`src/rtl/hbrk_pkg.sv`:
```
// ----------------------------------------------------------------------------
// hbrk_pkg
// Shared types and constants for the four-channel H-bridge driver with
// soft stop and kick start.
// ----------------------------------------------------------------------------
package hbrk_pkg;

  // channel count and field widths
  localparam int unsigned NUM_CH     = 4;
  localparam int unsigned SPEED_W    = 9;
  localparam int unsigned DUTY_W     = 8;
  localparam int unsigned DIR_W      = 2;
  localparam int unsigned TICK_W     = 10;
  localparam int unsigned CFG_IDX_W  = 3;
  localparam int unsigned CFG_DATA_W = 10;

  typedef logic signed [SPEED_W-1:0] speed_t;

  // command codes
  typedef enum logic [1:0] {
    OP_SET  = 2'd0,
    OP_STOP = 2'd1,
    OP_KICK = 2'd2,
    OP_TICK = 2'd3
  } op_e;

  // controller state
  typedef enum logic [1:0] {
    MODE_IDLE = 2'd0,
    MODE_RAMP = 2'd1,
    MODE_KICK = 2'd2
  } mode_e;

  // bridge direction codes
  localparam logic [DIR_W-1:0] DIR_OFF = 2'd0;
  localparam logic [DIR_W-1:0] DIR_FWD = 2'd1;
  localparam logic [DIR_W-1:0] DIR_REV = 2'd2;

  // register indexes
  localparam logic [CFG_IDX_W-1:0] REG_RAMP_STEP     = 3'd0;
  localparam logic [CFG_IDX_W-1:0] REG_RAMP_INTERVAL = 3'd1;
  localparam logic [CFG_IDX_W-1:0] REG_KICK_DUTY     = 3'd2;
  localparam logic [CFG_IDX_W-1:0] REG_KICK_TIME     = 3'd3;
  localparam logic [CFG_IDX_W-1:0] REG_INVERT_MASK   = 3'd4;

  // configuration register file
  typedef struct packed {
    logic [7:0]        ramp_step;
    logic [TICK_W-1:0] ramp_interval;
    logic [7:0]        kick_duty;
    logic [TICK_W-1:0] kick_time;
    logic [NUM_CH-1:0] invert_mask;
  } cfg_t;

  localparam cfg_t CFG_RESET = '{
    ramp_step:     8'd10,
    ramp_interval: 10'd20,
    kick_duty:     8'd200,
    kick_time:     10'd100,
    invert_mask:   4'hf
  };

endpackage

```
`src/rtl/hbrk_if.sv`:
```
// ----------------------------------------------------------------------------
// hbrk_cmd_if / hbrk_res_if
// Valid/ready channels for commands into and drive results out of the core.
// ----------------------------------------------------------------------------

// command channel
interface hbrk_cmd_if;
  logic                 valid;
  logic                 ready;
  logic [1:0]           operation;
  hbrk_pkg::speed_t     front_left_speed;
  hbrk_pkg::speed_t     front_right_speed;
  hbrk_pkg::speed_t     back_left_speed;
  hbrk_pkg::speed_t     back_right_speed;

  modport source (
    output valid, operation, front_left_speed, front_right_speed,
           back_left_speed, back_right_speed,
    input  ready
  );
  modport sink (
    input  valid, operation, front_left_speed, front_right_speed,
           back_left_speed, back_right_speed,
    output ready
  );
endinterface

// result channel
interface hbrk_res_if;
  logic       valid;
  logic       ready;
  logic [1:0] front_left_dir;
  logic [1:0] front_right_dir;
  logic [1:0] back_left_dir;
  logic [1:0] back_right_dir;
  logic [7:0] front_left_duty;
  logic [7:0] front_right_duty;
  logic [7:0] back_left_duty;
  logic [7:0] back_right_duty;
  logic       busy_res;

  modport source (
    output valid, front_left_dir, front_right_dir, back_left_dir, back_right_dir,
           front_left_duty, front_right_duty, back_left_duty, back_right_duty,
           busy_res,
    input  ready
  );
  modport sink (
    input  valid, front_left_dir, front_right_dir, back_left_dir, back_right_dir,
           front_left_duty, front_right_duty, back_left_duty, back_right_duty,
           busy_res,
    output ready
  );
endinterface

```
`src/rtl/hbrk_state.sv`:
```
// ----------------------------------------------------------------------------
// hbrk_state
// Speed state and ramp/kick controller: applies one command per enable.
// ----------------------------------------------------------------------------
module hbrk_state (
  input  logic                  clk_i,
  input  logic                  rst_ni,
  input  logic                  en_i,
  input  hbrk_pkg::op_e         op_i,
  input  hbrk_pkg::speed_t      tgt_i     [hbrk_pkg::NUM_CH],
  input  hbrk_pkg::cfg_t        cfg_i,
  output hbrk_pkg::speed_t      applied_o [hbrk_pkg::NUM_CH],
  output logic                  busy_o
);

  hbrk_pkg::mode_e                  mode_q, mode_d;
  logic [hbrk_pkg::TICK_W-1:0]      cnt_q, cnt_d, cnt_inc;
  logic [hbrk_pkg::TICK_W-1:0]      interval;
  logic [7:0]                       step;
  hbrk_pkg::speed_t                 app_q  [hbrk_pkg::NUM_CH];
  hbrk_pkg::speed_t                 app_d  [hbrk_pkg::NUM_CH];
  hbrk_pkg::speed_t                 pend_q [hbrk_pkg::NUM_CH];
  hbrk_pkg::speed_t                 pend_d [hbrk_pkg::NUM_CH];
  hbrk_pkg::speed_t                 ramped [hbrk_pkg::NUM_CH];
  hbrk_pkg::speed_t                 kicked [hbrk_pkg::NUM_CH];
  hbrk_pkg::speed_t                 kick_pos;
  logic                             any_moving;
  logic                             ramp_done;

  // move one speed toward zero by the step, clamping at zero
  function automatic hbrk_pkg::speed_t toward_zero(hbrk_pkg::speed_t v, logic [7:0] s);
    logic signed [9:0] vx;
    logic signed [9:0] sx;
    logic signed [9:0] r;
    vx = 10'(v);
    sx = $signed({2'b00, s});
    r  = '0;
    if (vx > sx) begin
      r = vx - sx;
    end else if (vx < -sx) begin
      r = vx + sx;
    end
    return r[8:0];
  endfunction

  // step and interval of zero behave as one
  assign step     = (cfg_i.ramp_step == '0) ? 8'd1 : cfg_i.ramp_step;
  assign interval = (cfg_i.ramp_interval == '0) ? 10'd1 : cfg_i.ramp_interval;
  assign cnt_inc  = cnt_q + 10'd1;
  assign kick_pos = $signed({1'b0, cfg_i.kick_duty});

  // per-channel ramp step and kick speed
  always_comb begin
    any_moving = 1'b0;
    ramp_done  = 1'b1;
    for (int i = 0; i < hbrk_pkg::NUM_CH; i++) begin
      ramped[i] = toward_zero(app_q[i], step);
      if (app_q[i] != '0) any_moving = 1'b1;
      if (ramped[i] != '0) ramp_done = 1'b0;
      if (tgt_i[i] > 0) begin
        kicked[i] = kick_pos;
      end else if (tgt_i[i] < 0) begin
        kicked[i] = -kick_pos;
      end else begin
        kicked[i] = '0;
      end
    end
  end

  // next state
  always_comb begin
    mode_d = mode_q;
    cnt_d  = cnt_q;
    app_d  = app_q;
    pend_d = pend_q;
    if (en_i) begin
      unique case (op_i)
        hbrk_pkg::OP_SET: begin
          app_d  = tgt_i;
          mode_d = hbrk_pkg::MODE_IDLE;
          cnt_d  = '0;
        end
        hbrk_pkg::OP_STOP: begin
          cnt_d  = '0;
          mode_d = hbrk_pkg::MODE_IDLE;
          if (any_moving) begin
            app_d = ramped;
            if (!ramp_done) mode_d = hbrk_pkg::MODE_RAMP;
          end
        end
        hbrk_pkg::OP_KICK: begin
          cnt_d = '0;
          if (cfg_i.kick_time == '0) begin
            app_d  = tgt_i;
            mode_d = hbrk_pkg::MODE_IDLE;
          end else begin
            pend_d = tgt_i;
            app_d  = kicked;
            mode_d = hbrk_pkg::MODE_KICK;
          end
        end
        hbrk_pkg::OP_TICK: begin
          unique case (mode_q)
            hbrk_pkg::MODE_RAMP: begin
              cnt_d = cnt_inc;
              if (cnt_inc >= interval) begin
                cnt_d = '0;
                app_d = ramped;
                if (ramp_done) mode_d = hbrk_pkg::MODE_IDLE;
              end
            end
            hbrk_pkg::MODE_KICK: begin
              cnt_d = cnt_inc;
              if (cnt_inc >= cfg_i.kick_time) begin
                cnt_d  = '0;
                app_d  = pend_q;
                mode_d = hbrk_pkg::MODE_IDLE;
              end
            end
            hbrk_pkg::MODE_IDLE: begin
              mode_d = hbrk_pkg::MODE_IDLE;
            end
            default: begin
              mode_d = hbrk_pkg::MODE_IDLE;
            end
          endcase
        end
        default: begin
          mode_d = mode_q;
        end
      endcase
    end
  end

  // state registers
  always_ff @(posedge clk_i or negedge rst_ni) begin
    if (!rst_ni) begin
      mode_q <= hbrk_pkg::MODE_IDLE;
      cnt_q  <= '0;
      for (int i = 0; i < hbrk_pkg::NUM_CH; i++) begin
        app_q[i]  <= '0;
        pend_q[i] <= '0;
      end
    end else begin
      mode_q <= mode_d;
      cnt_q  <= cnt_d;
      app_q  <= app_d;
      pend_q <= pend_d;
    end
  end

  assign applied_o = app_d;
  assign busy_o    = (mode_d != hbrk_pkg::MODE_IDLE);

endmodule

```
`src/rtl/hbrk_drive.sv`:
```
// ----------------------------------------------------------------------------
// hbrk_drive
// Turns one signed channel speed into a bridge direction code and a duty.
// ----------------------------------------------------------------------------
module hbrk_drive #(
  parameter int unsigned DUTY_MAX = 255
) (
  input  hbrk_pkg::speed_t                   speed_i,
  input  logic                               invert_i,
  output logic [hbrk_pkg::DIR_W-1:0]         dir_o,
  output logic [hbrk_pkg::DUTY_W-1:0]        duty_o
);

  // effective limit is the smaller of the parameter and the duty range
  localparam int unsigned SAT     = (DUTY_MAX > 255) ? 255 : DUTY_MAX;
  localparam logic [8:0]  SAT_LIM = 9'(SAT);

  logic signed [9:0] sx;
  logic signed [9:0] mag_w;
  logic [8:0]        mag;

  // magnitude in 10 bits so that -256 stays exact
  assign sx    = 10'(speed_i);
  assign mag_w = sx[9] ? -sx : sx;
  assign mag   = mag_w[8:0];

  // direction after inversion, then saturated duty
  always_comb begin
    if (speed_i == '0) begin
      dir_o = hbrk_pkg::DIR_OFF;
    end else if (speed_i[8] ^ invert_i) begin
      dir_o = hbrk_pkg::DIR_REV;
    end else begin
      dir_o = hbrk_pkg::DIR_FWD;
    end
    duty_o = (mag > SAT_LIM) ? SAT_LIM[7:0] : mag[7:0];
  end

endmodule

```
`src/rtl/four_motor_hbridge_ramp_kick_core.sv`:
```
// ----------------------------------------------------------------------------
// four_motor_hbridge_ramp_kick_core
// Four-channel H-bridge driver with soft-stop ramp and kick start.
// ----------------------------------------------------------------------------
// Every command transaction (set, soft stop, kick, tick) yields exactly one
// result transaction with the direction code and duty of all four channels
// and a busy flag. The core takes one transaction per clock cycle; a result
// passes one input register, then the speed update and drive encoding in a
// single pass into the result register, and back-pressure on the result side
// stalls the command side only when both registers are full. Configuration
// writes take effect on the next edge and are meant to be made while no
// transaction is in flight.
// ----------------------------------------------------------------------------
module four_motor_hbridge_ramp_kick_core #(
  parameter int unsigned DUTY_MAX = 255
) (
  input  logic                                clk_i,
  input  logic                                rst_ni,
  hbrk_cmd_if.sink                            cmd_i,
  hbrk_res_if.source                          res_o,
  input  logic                                cfg_we_i,
  input  logic [hbrk_pkg::CFG_IDX_W-1:0]      cfg_idx_i,
  input  logic [hbrk_pkg::CFG_DATA_W-1:0]     cfg_data_i
);

  hbrk_pkg::cfg_t                    cfg_q;
  logic                              in_valid_q;
  hbrk_pkg::op_e                     op_q;
  hbrk_pkg::speed_t                  tgt_q   [hbrk_pkg::NUM_CH];
  hbrk_pkg::speed_t                  applied [hbrk_pkg::NUM_CH];
  logic                              busy;
  logic                              adv;
  logic                              upd;
  logic [hbrk_pkg::DIR_W-1:0]        dir_c   [hbrk_pkg::NUM_CH];
  logic [hbrk_pkg::DUTY_W-1:0]       duty_c  [hbrk_pkg::NUM_CH];
  logic                              res_valid_q;
  logic [hbrk_pkg::DIR_W-1:0]        dir_q   [hbrk_pkg::NUM_CH];
  logic [hbrk_pkg::DUTY_W-1:0]       duty_q  [hbrk_pkg::NUM_CH];
  logic                              busy_q;

  // configuration registers
  always_ff @(posedge clk_i or negedge rst_ni) begin
    if (!rst_ni) begin
      cfg_q <= hbrk_pkg::CFG_RESET;
    end else if (cfg_we_i) begin
      unique case (cfg_idx_i)
        hbrk_pkg::REG_RAMP_STEP:     cfg_q.ramp_step     <= cfg_data_i[7:0];
        hbrk_pkg::REG_RAMP_INTERVAL: cfg_q.ramp_interval <= cfg_data_i;
        hbrk_pkg::REG_KICK_DUTY:     cfg_q.kick_duty     <= cfg_data_i[7:0];
        hbrk_pkg::REG_KICK_TIME:     cfg_q.kick_time     <= cfg_data_i;
        hbrk_pkg::REG_INVERT_MASK:   cfg_q.invert_mask   <= cfg_data_i[3:0];
        default: begin
          cfg_q <= cfg_q;
        end
      endcase
    end
  end

  // pipeline handshake
  assign adv         = !res_valid_q || res_o.ready;
  assign upd         = in_valid_q && adv;
  assign cmd_i.ready = !in_valid_q || adv;

  // input register
  always_ff @(posedge clk_i or negedge rst_ni) begin
    if (!rst_ni) begin
      in_valid_q <= 1'b0;
    end else if (cmd_i.ready) begin
      in_valid_q <= cmd_i.valid;
    end
  end

  always_ff @(posedge clk_i) begin
    if (cmd_i.valid && cmd_i.ready) begin
      op_q     <= hbrk_pkg::op_e'(cmd_i.operation);
      tgt_q[0] <= cmd_i.front_left_speed;
      tgt_q[1] <= cmd_i.front_right_speed;
      tgt_q[2] <= cmd_i.back_left_speed;
      tgt_q[3] <= cmd_i.back_right_speed;
    end
  end

  // speed state and ramp/kick control
  hbrk_state u_state (
    .clk_i     (clk_i),
    .rst_ni    (rst_ni),
    .en_i      (upd),
    .op_i      (op_q),
    .tgt_i     (tgt_q),
    .cfg_i     (cfg_q),
    .applied_o (applied),
    .busy_o    (busy)
  );

  // per-channel drive encoding
  for (genvar g = 0; g < hbrk_pkg::NUM_CH; g++) begin : g_drive
    hbrk_drive #(
      .DUTY_MAX (DUTY_MAX)
    ) u_drive (
      .speed_i  (applied[g]),
      .invert_i (cfg_q.invert_mask[g]),
      .dir_o    (dir_c[g]),
      .duty_o   (duty_c[g])
    );
  end

  // result register
  always_ff @(posedge clk_i or negedge rst_ni) begin
    if (!rst_ni) begin
      res_valid_q <= 1'b0;
    end else if (adv) begin
      res_valid_q <= in_valid_q;
    end
  end

  always_ff @(posedge clk_i) begin
    if (upd) begin
      dir_q  <= dir_c;
      duty_q <= duty_c;
      busy_q <= busy;
    end
  end

  assign res_o.valid            = res_valid_q;
  assign res_o.front_left_dir   = dir_q[0];
  assign res_o.front_right_dir  = dir_q[1];
  assign res_o.back_left_dir    = dir_q[2];
  assign res_o.back_right_dir   = dir_q[3];
  assign res_o.front_left_duty  = duty_q[0];
  assign res_o.front_right_duty = duty_q[1];
  assign res_o.back_left_duty   = duty_q[2];
  assign res_o.back_right_duty  = duty_q[3];
  assign res_o.busy_res         = busy_q;

endmodule

```
`src/flat_wrapper.sv`:
```
// flat-port wrapper written by rule: the top's interface ports become plain ports
module four_motor_hbridge_ramp_kick_core_flat 
#(
  parameter int unsigned DUTY_MAX = 255
)
  (clk_i, rst_ni, cfg_we_i, cfg_idx_i, cfg_data_i, cmd_i_valid, cmd_i_operation, cmd_i_front_left_speed, cmd_i_front_right_speed, cmd_i_back_left_speed, cmd_i_back_right_speed, cmd_i_ready, res_o_valid, res_o_front_left_dir, res_o_front_right_dir, res_o_back_left_dir, res_o_back_right_dir, res_o_front_left_duty, res_o_front_right_duty, res_o_back_left_duty, res_o_back_right_duty, res_o_busy_res, res_o_ready);
  hbrk_cmd_if cmd_i_i ();
  hbrk_res_if res_o_i ();
  input  logic clk_i;
  input  logic rst_ni;
  input  logic cfg_we_i;
  input  logic [hbrk_pkg::CFG_IDX_W-1:0] cfg_idx_i;
  input  logic [hbrk_pkg::CFG_DATA_W-1:0] cfg_data_i;
  input wire logic [$bits(cmd_i_i.valid)-1:0] cmd_i_valid;
  input wire logic [$bits(cmd_i_i.operation)-1:0] cmd_i_operation;
  input wire logic [$bits(cmd_i_i.front_left_speed)-1:0] cmd_i_front_left_speed;
  input wire logic [$bits(cmd_i_i.front_right_speed)-1:0] cmd_i_front_right_speed;
  input wire logic [$bits(cmd_i_i.back_left_speed)-1:0] cmd_i_back_left_speed;
  input wire logic [$bits(cmd_i_i.back_right_speed)-1:0] cmd_i_back_right_speed;
  output wire logic [$bits(cmd_i_i.ready)-1:0] cmd_i_ready;
  output wire logic [$bits(res_o_i.valid)-1:0] res_o_valid;
  output wire logic [$bits(res_o_i.front_left_dir)-1:0] res_o_front_left_dir;
  output wire logic [$bits(res_o_i.front_right_dir)-1:0] res_o_front_right_dir;
  output wire logic [$bits(res_o_i.back_left_dir)-1:0] res_o_back_left_dir;
  output wire logic [$bits(res_o_i.back_right_dir)-1:0] res_o_back_right_dir;
  output wire logic [$bits(res_o_i.front_left_duty)-1:0] res_o_front_left_duty;
  output wire logic [$bits(res_o_i.front_right_duty)-1:0] res_o_front_right_duty;
  output wire logic [$bits(res_o_i.back_left_duty)-1:0] res_o_back_left_duty;
  output wire logic [$bits(res_o_i.back_right_duty)-1:0] res_o_back_right_duty;
  output wire logic [$bits(res_o_i.busy_res)-1:0] res_o_busy_res;
  input wire logic [$bits(res_o_i.ready)-1:0] res_o_ready;
  assign cmd_i_i.valid = cmd_i_valid;
  assign cmd_i_i.operation = cmd_i_operation;
  assign cmd_i_i.front_left_speed = cmd_i_front_left_speed;
  assign cmd_i_i.front_right_speed = cmd_i_front_right_speed;
  assign cmd_i_i.back_left_speed = cmd_i_back_left_speed;
  assign cmd_i_i.back_right_speed = cmd_i_back_right_speed;
  assign cmd_i_ready = cmd_i_i.ready;
  assign res_o_valid = res_o_i.valid;
  assign res_o_front_left_dir = res_o_i.front_left_dir;
  assign res_o_front_right_dir = res_o_i.front_right_dir;
  assign res_o_back_left_dir = res_o_i.back_left_dir;
  assign res_o_back_right_dir = res_o_i.back_right_dir;
  assign res_o_front_left_duty = res_o_i.front_left_duty;
  assign res_o_front_right_duty = res_o_i.front_right_duty;
  assign res_o_back_left_duty = res_o_i.back_left_duty;
  assign res_o_back_right_duty = res_o_i.back_right_duty;
  assign res_o_busy_res = res_o_i.busy_res;
  assign res_o_i.ready = res_o_ready;
  four_motor_hbridge_ramp_kick_core #(.DUTY_MAX(DUTY_MAX)) u_core (.clk_i(clk_i), .rst_ni(rst_ni), .cmd_i(cmd_i_i), .res_o(res_o_i), .cfg_we_i(cfg_we_i), .cfg_idx_i(cfg_idx_i), .cfg_data_i(cfg_data_i));
endmodule
```
`config.mk`:
```
export PLATFORM = sky130hd
export DESIGN_NAME = four_motor_hbridge_ramp_kick_core_flat
export DESIGN_NICKNAME = d
export VERILOG_FILES = /design/src/rtl/hbrk_pkg.sv /design/src/rtl/hbrk_if.sv /design/src/rtl/hbrk_state.sv /design/src/rtl/hbrk_drive.sv /design/src/rtl/four_motor_hbridge_ramp_kick_core.sv /design/src/flat_wrapper.sv
export SDC_FILE = /design/constraint.sdc
export NUM_CORES = 1
export LEC_CHECK = 0
export BUFFER_PORTS_ARGS = -buffer_cell sky130_fd_sc_hd__buf_2
export CAP_MARGIN = 20
export CORE_MARGIN = 2
export CORE_UTILIZATION = 61
export CTS_BUF_LIST = sky130_fd_sc_hd__clkbuf_2
export DETAILED_ROUTE_END_ITERATION = 7
export MAX_ROUTING_LAYER = met4
export PLACE_DENSITY_LB_ADDON = 0.2
export SYNTH_ARGS = -nofsm -noshare
export SYNTH_HDL_FRONTEND = slang
export SYNTH_SLANG_ARGS = --single-unit
export TNS_END_PERCENT = 50
```
`constraint.sdc`:
```
create_clock -name clk_i -period 5.6 [get_ports clk_i]
set_input_delay 0.84 -clock clk_i [delete_from_list [all_inputs] [get_ports clk_i]]
set_output_delay 0.84 -clock clk_i [all_outputs]
set_load 0.01 [all_outputs]
```
Word level (Yosys, flattened, before mapping)

Cells that the tools add are included.

$add $sub $neg: 15
Multiply operators: 0
Div/mod/pow operators: 0
Order comparisons: 22
Equality and inequality tests: 10
Shift-type cells: 0
Mux-type cells: 54
Bitwise logic cells: 5
Reductions and logical operators: 32

Operator list:

| cell                  | count |
|---|---|
| $mux 36               | 5 |
| $mux 9                | 20 |
| $pmux 36 s4           | 1 |
| $pmux 36 s2           | 1 |
| $reduce_bool 9->1     | 8 |
| $lt 9x10->1           | 4 |
| $pmux 10 s2           | 2 |
| $add 9x9->9           | 4 |
| $gt 9x1->1 const B    | 4 |
| $gt 9x8->1 const B    | 4 |
| $gt 9x9->1            | 4 |
| $logic_not 9->1       | 4 |
| $lt 9x1->1 const B    | 4 |
| $neg 9->9             | 4 |
| $sub 9x9->9           | 4 |
| $mux 10               | 3 |
| $ge 10x10->1          | 2 |
| $logic_not 10->1      | 2 |
| $mux 2                | 9 |
| $reduce_and 2->1      | 6 |
| $add 10x1->10 const B | 1 |
| $mux 1                | 10 |
| $neg 8->10            | 1 |
| $neg 8->9             | 1 |
| 20 further kinds      | 30 |

Register bits: 205
Latch bits: 0
Bits in writable memories: 0
ROM bits: 0
Input port bits: 56
Output and inout port bits: 43
Word-level logic and storage cells: 169
Memories kept: 0

Depth between registers and ports, before layout

Depth after elaboration: 17
Depth in mapped cells: 23
Gate-level depth less buffers: 20

By module

Synthesis repeated with hierarchy kept, for this count alone.

Cell total of the unflattened synthesis: 1795
Area, all modules: 16324.4 um2

Modules (own cells, without submodules):

| module                            | instances | cells an instance | area each (um2) | seq. area each (um2) |
|---|---|---|---|---|
| hbrk_state                        | 1         | 1444              | 11080.6         | 2102.0 |
| four_motor_hbridge_ramp_kick_core | 1         | 175               | 4012.6          | 3440.8 |
| hbrk_drive                        | 4         | 44                | 307.8           | 0.0 |

Worst setup path after synthesis

Ideal clock, no wire load.

Path type: reg2reg
Start point: register u_core.cfg_q[36] (netlist bit)
End point: register u_core.busy_q, in the netlist u_core.res_o.busy_res (data pin)
Library setup time: 259 ps
Arrival: 4526 ps
Data required time: 5341 ps
Slack: 815 ps
Stages on the path, launching flop included: 22
Buffers on the path: 2
Clock period less this slack: 4785 ps
Path through: dfrtp_1 -> clkbuf_1 -> nor4_2 -> a21o_1 -> inv_1 -> ha_1 -> nand2_1 -> nor3_1 -> xnor2_1 -> ha_1 -> o2111ai_1 -> a31oi_1 -> nand2_1 -> o31ai_1 -> a21oi_1 -> buf_2 -> a221oi_2 -> o221ai_1 -> or4_1 -> nor3_1 -> o31ai_1 -> a211o_1

Longest elaborated chain between the ends: 17
Elaborated cells between the ends (all ways): 43
Classes of those cells: add/sub (9); order compare (8); mux (20); reduce/logical (6)

Ends and longest elaborated chain:

| what                     | line                                     | text |
|---|---|---|
| start: declaration       | four_motor_hbridge_ramp_kick_core.sv:26  | `hbrk_pkg::cfg_t cfg_q;` |
| start signal: assignment | four_motor_hbridge_ramp_kick_core.sv:44  | `cfg_q <= hbrk_pkg::CFG_RESET;` |
| start signal: assignment | four_motor_hbridge_ramp_kick_core.sv:53  | `cfg_q <= cfg_q;` |
| $logic_not 8->1          | hbrk_state.sv:47                         | `assign step = (cfg_i.ramp_step == '0) ? 8'd1 : cfg_i.ramp_step;` |
| $mux 8 *                 | hbrk_state.sv:47                         |  |
| $neg 8->10               | hbrk_state.sv:40                         | `end else if (vx < -sx) begin` |
| $lt 9x10->1              | hbrk_state.sv:40                         |  |
| $mux 9                   | hbrk_state.sv:40                         |  |
| $mux 9                   | hbrk_state.sv:38                         | `if (vx > sx) begin` |
| $reduce_bool 9->1        | hbrk_state.sv:59                         | `if (ramped[i] != '0) ramp_done = 1'b0;` |
| $mux 1 (3 in a row)      | hbrk_state.sv:59                         |  |
| $mux 1 *                 | hbrk_state.sv:59                         |  |
| $mux 2                   | hbrk_state.sv:109                        | `if (ramp_done) mode_d = hbrk_pkg::MODE_IDLE;` |
| $mux 2                   | hbrk_state.sv:106                        | `if (cnt_inc >= interval) begin` |
| $pmux 2 s2               | hbrk_state.sv:103                        | `unique case (mode_q)` |
| $pmux 2 s4 *             | hbrk_state.sv:77                         | `unique case (op_i)` |
| $mux 2 *                 | hbrk_state.sv:76                         | `if (en_i) begin` |
| $reduce_bool 2->1 *      | hbrk_state.sv:153                        | `assign busy_o = (mode_d != hbrk_pkg::MODE_IDLE);` |
| net u_core.busy          | four_motor_hbridge_ramp_kick_core.sv:31  | `logic busy;` |
| end signal: assignment   | four_motor_hbridge_ramp_kick_core.sv:120 | `busy_q <= busy;` |
| end: declaration         | four_motor_hbridge_ramp_kick_core.sv:39  | `logic busy_q;` |

Mark *: on every way through the listed nets, which the timed path passes. The rest lies on a longest branch.
A chain may end at the register's enable or synchronous reset.

Worst setup path after layout

Start point: register u_core.u_state.cnt_q[0] (netlist bit)
End point: register u_core.duty_q, in the netlist u_core.res_o.back_right_duty[2] (data pin)

Longest elaborated chain between the ends: 9
Elaborated cells between the ends (all ways): 11
Classes of those cells: add/sub (2); order compare (3); mux (6)

Ends and longest elaborated chain:

| what                            | line                                     | text |
|---|---|---|
| start: declaration              | hbrk_state.sv:17                         | `logic [hbrk_pkg::TICK_W-1:0] cnt_q, cnt_d, cnt_inc;` |
| start signal: assignment        | hbrk_state.sv:146                        | `cnt_q <= cnt_d;` |
| $add 10x1->10 *                 | hbrk_state.sv:49                         | `assign cnt_inc = cnt_q + 10'd1;` |
| $ge 10x10->1 (on tied branches) | hbrk_state.sv:114, hbrk_state.sv:106     |  |
| $mux 36 (on tied branches)      | hbrk_state.sv:114, hbrk_state.sv:106     |  |
| $pmux 36 s2 *                   | hbrk_state.sv:103                        |  |
| $pmux 36 s4 *                   | hbrk_state.sv:77                         |  |
| $mux 36 *                       | hbrk_state.sv:76                         |  |
| $neg 9->9                       | hbrk_drive.sv:24                         | `assign mag_w = sx[9] ? -sx : sx;` |
| $mux 9 *                        | hbrk_drive.sv:24                         |  |
| $gt 9x8->1                      | hbrk_drive.sv:36                         | `duty_o = (mag > SAT_LIM) ? SAT_LIM[7:0] : mag[7:0];` |
| end signal: assignment          | four_motor_hbridge_ramp_kick_core.sv:119 | `duty_q <= duty_c;` |
| end: declaration                | four_motor_hbridge_ramp_kick_core.sv:38  | `logic [hbrk_pkg::DUTY_W-1:0] duty_q [hbrk_pkg::NUM_CH];` |

Mark *: on every way between the ends. The rest lies on a longest branch, timed or not.

==> implementation parameters <==
Parameter                              Value

Detailed routing
  Routed vias ... 18190
  Vias per Instance ... 7.078
  Number of nets with antenna violations after routing ... 0
  Drt pass-1 iters ... 6
  Post-detailed-routing wire length ... 69150 um
  DR WL/cell ... roughly 27 um
  Final routed DRC violation total ... 0
  Violation count after the first detailed-routing iteration ... 3017

Worst setup path
  Worst reg-to-reg path cell count ... 20
  CP endpoint ... u_core.res_o.back_right_duty[2]
  Origin of the critical flop-to-flop path ... u_core.u_state.cnt_q[0]
  Critical path data required time ... roughly 6.3 ns
  Capture point of the worst reg-to-reg path ... u_core.res_o.back_right_duty[2]
  Cells along the critical path ... nand2_1 > nor2_1 > and3_1 > nand3_1 > xnor2_1 > ha_1 > a211o_1 > a211oi_2 > o21ai_1 > and3_1 > a211oi_1 > o211ai_1 > o21ai_1 > ha_1 > inv_1 > nor2_1 > nor4b_4 > buf_4 > o21ai_1 > a21oi_1
  Peak per-stage delay on the critical path ... 0.48 ns
  Worst path buffer plus inverter count ... 2
  Path type of the worst setup path ... reg2reg
  Slowest stage cell on the critical path ... sky130_fd_sc_hd__dfrtp_1
  Worst Setup End Kind ... register
  Launching element type of the critical path ... register
  Number of gates on the worst path with buffers counted ... 20
  Maximum net fanout on the critical path ... 8
  Worst setup path startpoint ... u_core.u_state.cnt_q[0]
  Most frequent CP cell ... sky130_fd_sc_hd__o21ai_1
  Critical path arrival ... 5.98 ns
  CP delay by family, top ... compound AO/OA/AOI/OAI gates
  Setup slack, reg-to-reg ... 0.28 ns

Final layout
  Relative area change from synthesis to final layout ... 10.32%
  Util after Layout ... 68.80%
  Final cell count without fillers ... 2570
  Share of post-route cells with drive strength above 1 ... between 15 and 20%
  Net total in the final layout ... 2332

Synthesis
  Cell types occupying the most area after synthesis ... sky130_fd_sc_hd__dfrtp_1 17%, sky130_fd_sc_hd__edfxtp_1 14%, sky130_fd_sc_hd__ha_1 8.7%
  Area share of xor/xnor cells in the synthesized design ... 2.954%
  Area fraction in and, or, nand and nor cells after synthesis ... 20.85%
  Average size of a mapped cell ... 8.351 um2
  Most used standard cell by instance count after synthesis ... sky130_fd_sc_hd__nand2_1
  Post-synth top flop ... sky130_fd_sc_hd__dfrtp_1
  Dominant combinational cell family by area after synthesis ... compound AO/OA/AOI/OAI gates
  List of most frequent post-synthesis cells ... 245 x sky130_fd_sc_hd__nand2_1, 148 x sky130_fd_sc_hd__o21ai_0, 146 x sky130_fd_sc_hd__nor2_1, 142 x sky130_fd_sc_hd__a21oi_1, 118 x sky130_fd_sc_hd__ha_1
  Largest area contributor in the netlist ... sky130_fd_sc_hd__dfrtp_1
  Fraction of registers with async set or reset after synthesis ... around three fifths
  Synth Register Bits ... roughly 200
  Post-synth cell types ... 100
  Number of enable flip-flop cells after synthesis ... 79
  Share of Yosys cell area claimed by the top area cell type ... 16.58%
  Adder-cell share of the synthesized area ... 9.682%
  Gate Count Post-Synth ... 2024
  Number of warnings issued by yosys ... 0
  Share of synthesized area spent on multiplexers ... under 10%
  Post-Syn Area ... 0.01690 mm2
  Compound-Gate Fraction of Synth Area ... 26.38%
  Share of the yosys chip area belonging to registers ... 32.79%

Status
  Outcome ... completed

Global routing
  Total global-route track usage ... 48.74%
  Most Crowded Layer GR ... met2
  Maximum number of pins on one net before global-route repair ... 59
  Remaining Overflow, GRT ... 0
  Initial antenna violation count ... 4
  Fraction of met1 tracks used by global routing ... 60.32%
  Number of global-route vias before repair ... 17296
  Routing usage on met2 ... 69.42%
  First-pass GRT wire length ... 102800 um
  Met3 track demand over resource in global routing ... 16.47%

STA
  Actual slew at the worst max-slew pin ... 1.141 ns
  Achievable frequency ... approximately 190 MHz
  Worst slew margin relative to its limit ... 23.48%
  Clk_skew ... between 0.07 and 0.08 ns
  Number of hold violations in the final report ... 0
  Final Setup Violations ... 0
  Fin crit share ... 95.08%
  Total count of max-transition violations in the final report ... 0
  Setup slack of the critical path after layout ... 0.2754 ns
  Total Negative Setup Slacks ... 0 ns
  Unrepaired setup endpoints after global routing ... no
  Crit path time final ... 5.325 ns

Power and ir drop
  Worst vdd rail ir drop ... between 0.3 and 0.4 mV
  Static leakage power ... 8.049 nW
  Combinational fraction of design power ... 60.6%
  Internal ... 4.397 mW
  Sequential Power Share ... 26.9%
  Switching portion of total power ... 52.03%
  Power per cell area ... 491.6 mW/mm2
  Switching power summed over all nets ... 4.769 mW
  Clk pwr share ... 12.5%

Clocking
  Total CTS buffers ... 53
  Clock slew at the register clock pins of the worst setup and hold paths ... 0.12 ns
  Clock Root Buffer ... sky130_fd_sc_hd__clkbuf_2
  Level count of the clock H-tree ... 2
  Clock tree from TritonCTS ... yes
  Latest clock arrival within the worst-skew pair ... 0.90 ns
  Clock tree buffer depth ... 3
  CTS sink cnt ... 205

Die
  Die outline height ... 170.5 um
  Floorplan die area ... approximately 0.029 mm2
  Core Rows ... 60
  Effective utilization at floorplan ... 62.37%
  Top Ports ... just under 100
  Floorplan die width ... 170.5 um
  Core region area ... 0.02710 mm2

Flow run
  Max-cap violations ... 0

Placed design
  Weighted congestion at the end of routability-driven global placement ... about 1.1
  Placed cells ... between 2000 and 2500
  Number of buffers inserted by port buffering ... 98
  Post-Place Worst Slack ... 0.3800 ns
  Half-perimeter wire length after detailed placement ... 51950 um

Min path
  Worst min-delay path category ... in2reg
  Hold path cells ... 1
worst min-delay path by stage:
stage               slack (ns)                       start                        end
global route              0.08  cmd_i_front_right_speed[1]           u_core.tgt_q[19]
floorplan                 0.44    u_core.u_state.pend_q[4]   u_core.u_state.pend_q[4]
detailed placement        0.46   u_core.u_state.pend_q[35]  u_core.u_state.pend_q[35]
CTS                       0.10    cmd_i_back_left_speed[1]           u_core.tgt_q[10]
finish                    0.11   cmd_i_front_left_speed[2]           u_core.tgt_q[29]
global placement          0.45   u_core.u_state.pend_q[14]  u_core.u_state.pend_q[14]
cells in the final DEF, fill, tap and decap left out, types with 9 or more instances in the layout:
cell / synthesis / final
sky130_fd_sc_hd__nand2_1: 245 / 244
sky130_fd_sc_hd__o21ai_0: 148 / 148
sky130_fd_sc_hd__nor2_1: 146 / 145
sky130_fd_sc_hd__a21oi_1: 142 / 142
sky130_fd_sc_hd__ha_1: 118 / 118
sky130_fd_sc_hd__dfrtp_1: 112 / 112
sky130_fd_sc_hd__inv_1: 107 / 106
sky130_fd_sc_hd__buf_2: 12 / 97
sky130_fd_sc_hd__buf_4: 1 / 87
sky130_fd_sc_hd__edfxtp_1: 79 / 79
sky130_fd_sc_hd__clkbuf_2: 0 / 75
sky130_fd_sc_hd__nor3_1: 64 / 62
sky130_fd_sc_hd__nand3_1: 54 / 54
sky130_fd_sc_hd__xnor2_1: 37 / 37
sky130_fd_sc_hd__a31oi_1: 34 / 34
sky130_fd_sc_hd__o211ai_1: 30 / 30
sky130_fd_sc_hd__and3_1: 29 / 29
sky130_fd_sc_hd__o21a_1: 28 / 28
sky130_fd_sc_hd__nand2b_1: 27 / 27
sky130_fd_sc_hd__a21o_1: 27 / 27
sky130_fd_sc_hd__a221oi_1: 27 / 26
sky130_fd_sc_hd__mux2_2: 25 / 25
sky130_fd_sc_hd__nor4_1: 23 / 23
sky130_fd_sc_hd__a211oi_1: 24 / 23
sky130_fd_sc_hd__xor2_1: 20 / 20
sky130_fd_sc_hd__o221ai_1: 19 / 19
sky130_fd_sc_hd__nor2b_1: 17 / 17
sky130_fd_sc_hd__o21ai_1: 16 / 16
sky130_fd_sc_hd__or3_1: 16 / 16
sky130_fd_sc_hd__clkinv_1: 0 / 14
sky130_fd_sc_hd__dfstp_2: 14 / 14
sky130_fd_sc_hd__nand4_1: 13 / 13
sky130_fd_sc_hd__o31ai_1: 14 / 13
sky130_fd_sc_hd__and2_1: 12 / 13
sky130_fd_sc_hd__a31o_2: 10 / 10
sky130_fd_sc_hd__or4_1: 9 / 9
sky130_fd_sc_hd__o22ai_1: 9 / 9
sky130_fd_sc_hd__o21bai_1: 9 / 9
sky130_fd_sc_hd__a311oi_1: 9 / 9
sky130_fd_sc_hd__a32o_1: 9 / 9
logic make-up (layout without fill, tap and decap cells):
family,count (synthesis),after routing
adder cells (fa/ha/maj),126,126
XOR/XNOR,57,57
buffers and inverters,227,394
flip-flops,205,205
other,1,8
AND/OR/NAND/NOR,714,714
multiplexers,32,32
AO/OA/AOI/OAI,662,662
per-layer routing:
metal	routed length (um)	vias up	part of all wire, %
met5	0	-	0
met4	5152	0	7.5
met3	9999	378	14
met2	28320	1551	41
met1	25680	8451	37
li1	-	7810	-
layout make-up:
| class | instances | area (um2) |
|---|---|---|
| timing repair buffer | 186 | 1160 |
| inverter | 109 | 409.1 |
| fill | 2217 | 8454 |
| clock buffer | 75 | 375.4 |
| multi-input combinational | 1595 | 10520 |
| sequential | 205 | 5543 |
| antenna | 4 | 10.01 |
| clock inverter | 24 | 160.2 |
| tap | 372 | 465.4 |
sequential cells by signal, summed over array words and instances, names as in the netlist:
signal	count
u_core.cfg_q	40
u_core.tgt_q	36
u_core.u_state.app_q	36
u_core.u_state.pend_q	36
u_core.u_state.cnt_q	10
u_core.res_o.back_left_duty	8
u_core.res_o.back_right_duty	8
u_core.res_o.front_left_duty	8
u_core.res_o.front_right_duty	8
u_core.op_q	2
u_core.res_o.back_left_dir	2
u_core.res_o.back_right_dir	2
u_core.res_o.front_left_dir	2
u_core.res_o.front_right_dir	2
u_core.u_state.mode_q	2
u_core.in_valid_q	1
u_core.res_o.busy_res	1
u_core.res_o.valid	1
stage by stage:
step           hold WS, ns  instance area (um2)  power, mW
2_1_floorplan       0.4376                16910      5.789
3_3_place_gp        0.4514                18050      7.539
3_5_place_dp        0.4638                18050      7.670
4_1_cts             0.1013                18590      8.824
5_1_grt            0.07776                18650      9.571
6_report            0.1109                18650      9.166
repair_timing:
item | 4_1_cts | 5_1_grt
gates resized for setup | 0 | 3
setup endpoints to repair | 0 | 11
setup buffers | 0 | 2
hold buffers | 1 | 0
endpoints found under the hold margin | 30 | 0
power by group through the flow:
stage / Sequential [mW] / Combinational [mW] / Clock [mW]
4_1_cts: 2.41 / 5.27 / 1.14
6_report: 2.46 / 5.55 / 1.15
3_5_place_dp: 2.44 / 5.23 / 0
2_1_floorplan: 2.32 / 3.47 / 0
5_1_grt: 2.47 / 5.88 / 1.22
3_3_place_gp: 2.43 / 5.11 / 0
(Power assumes the default switching activity.)
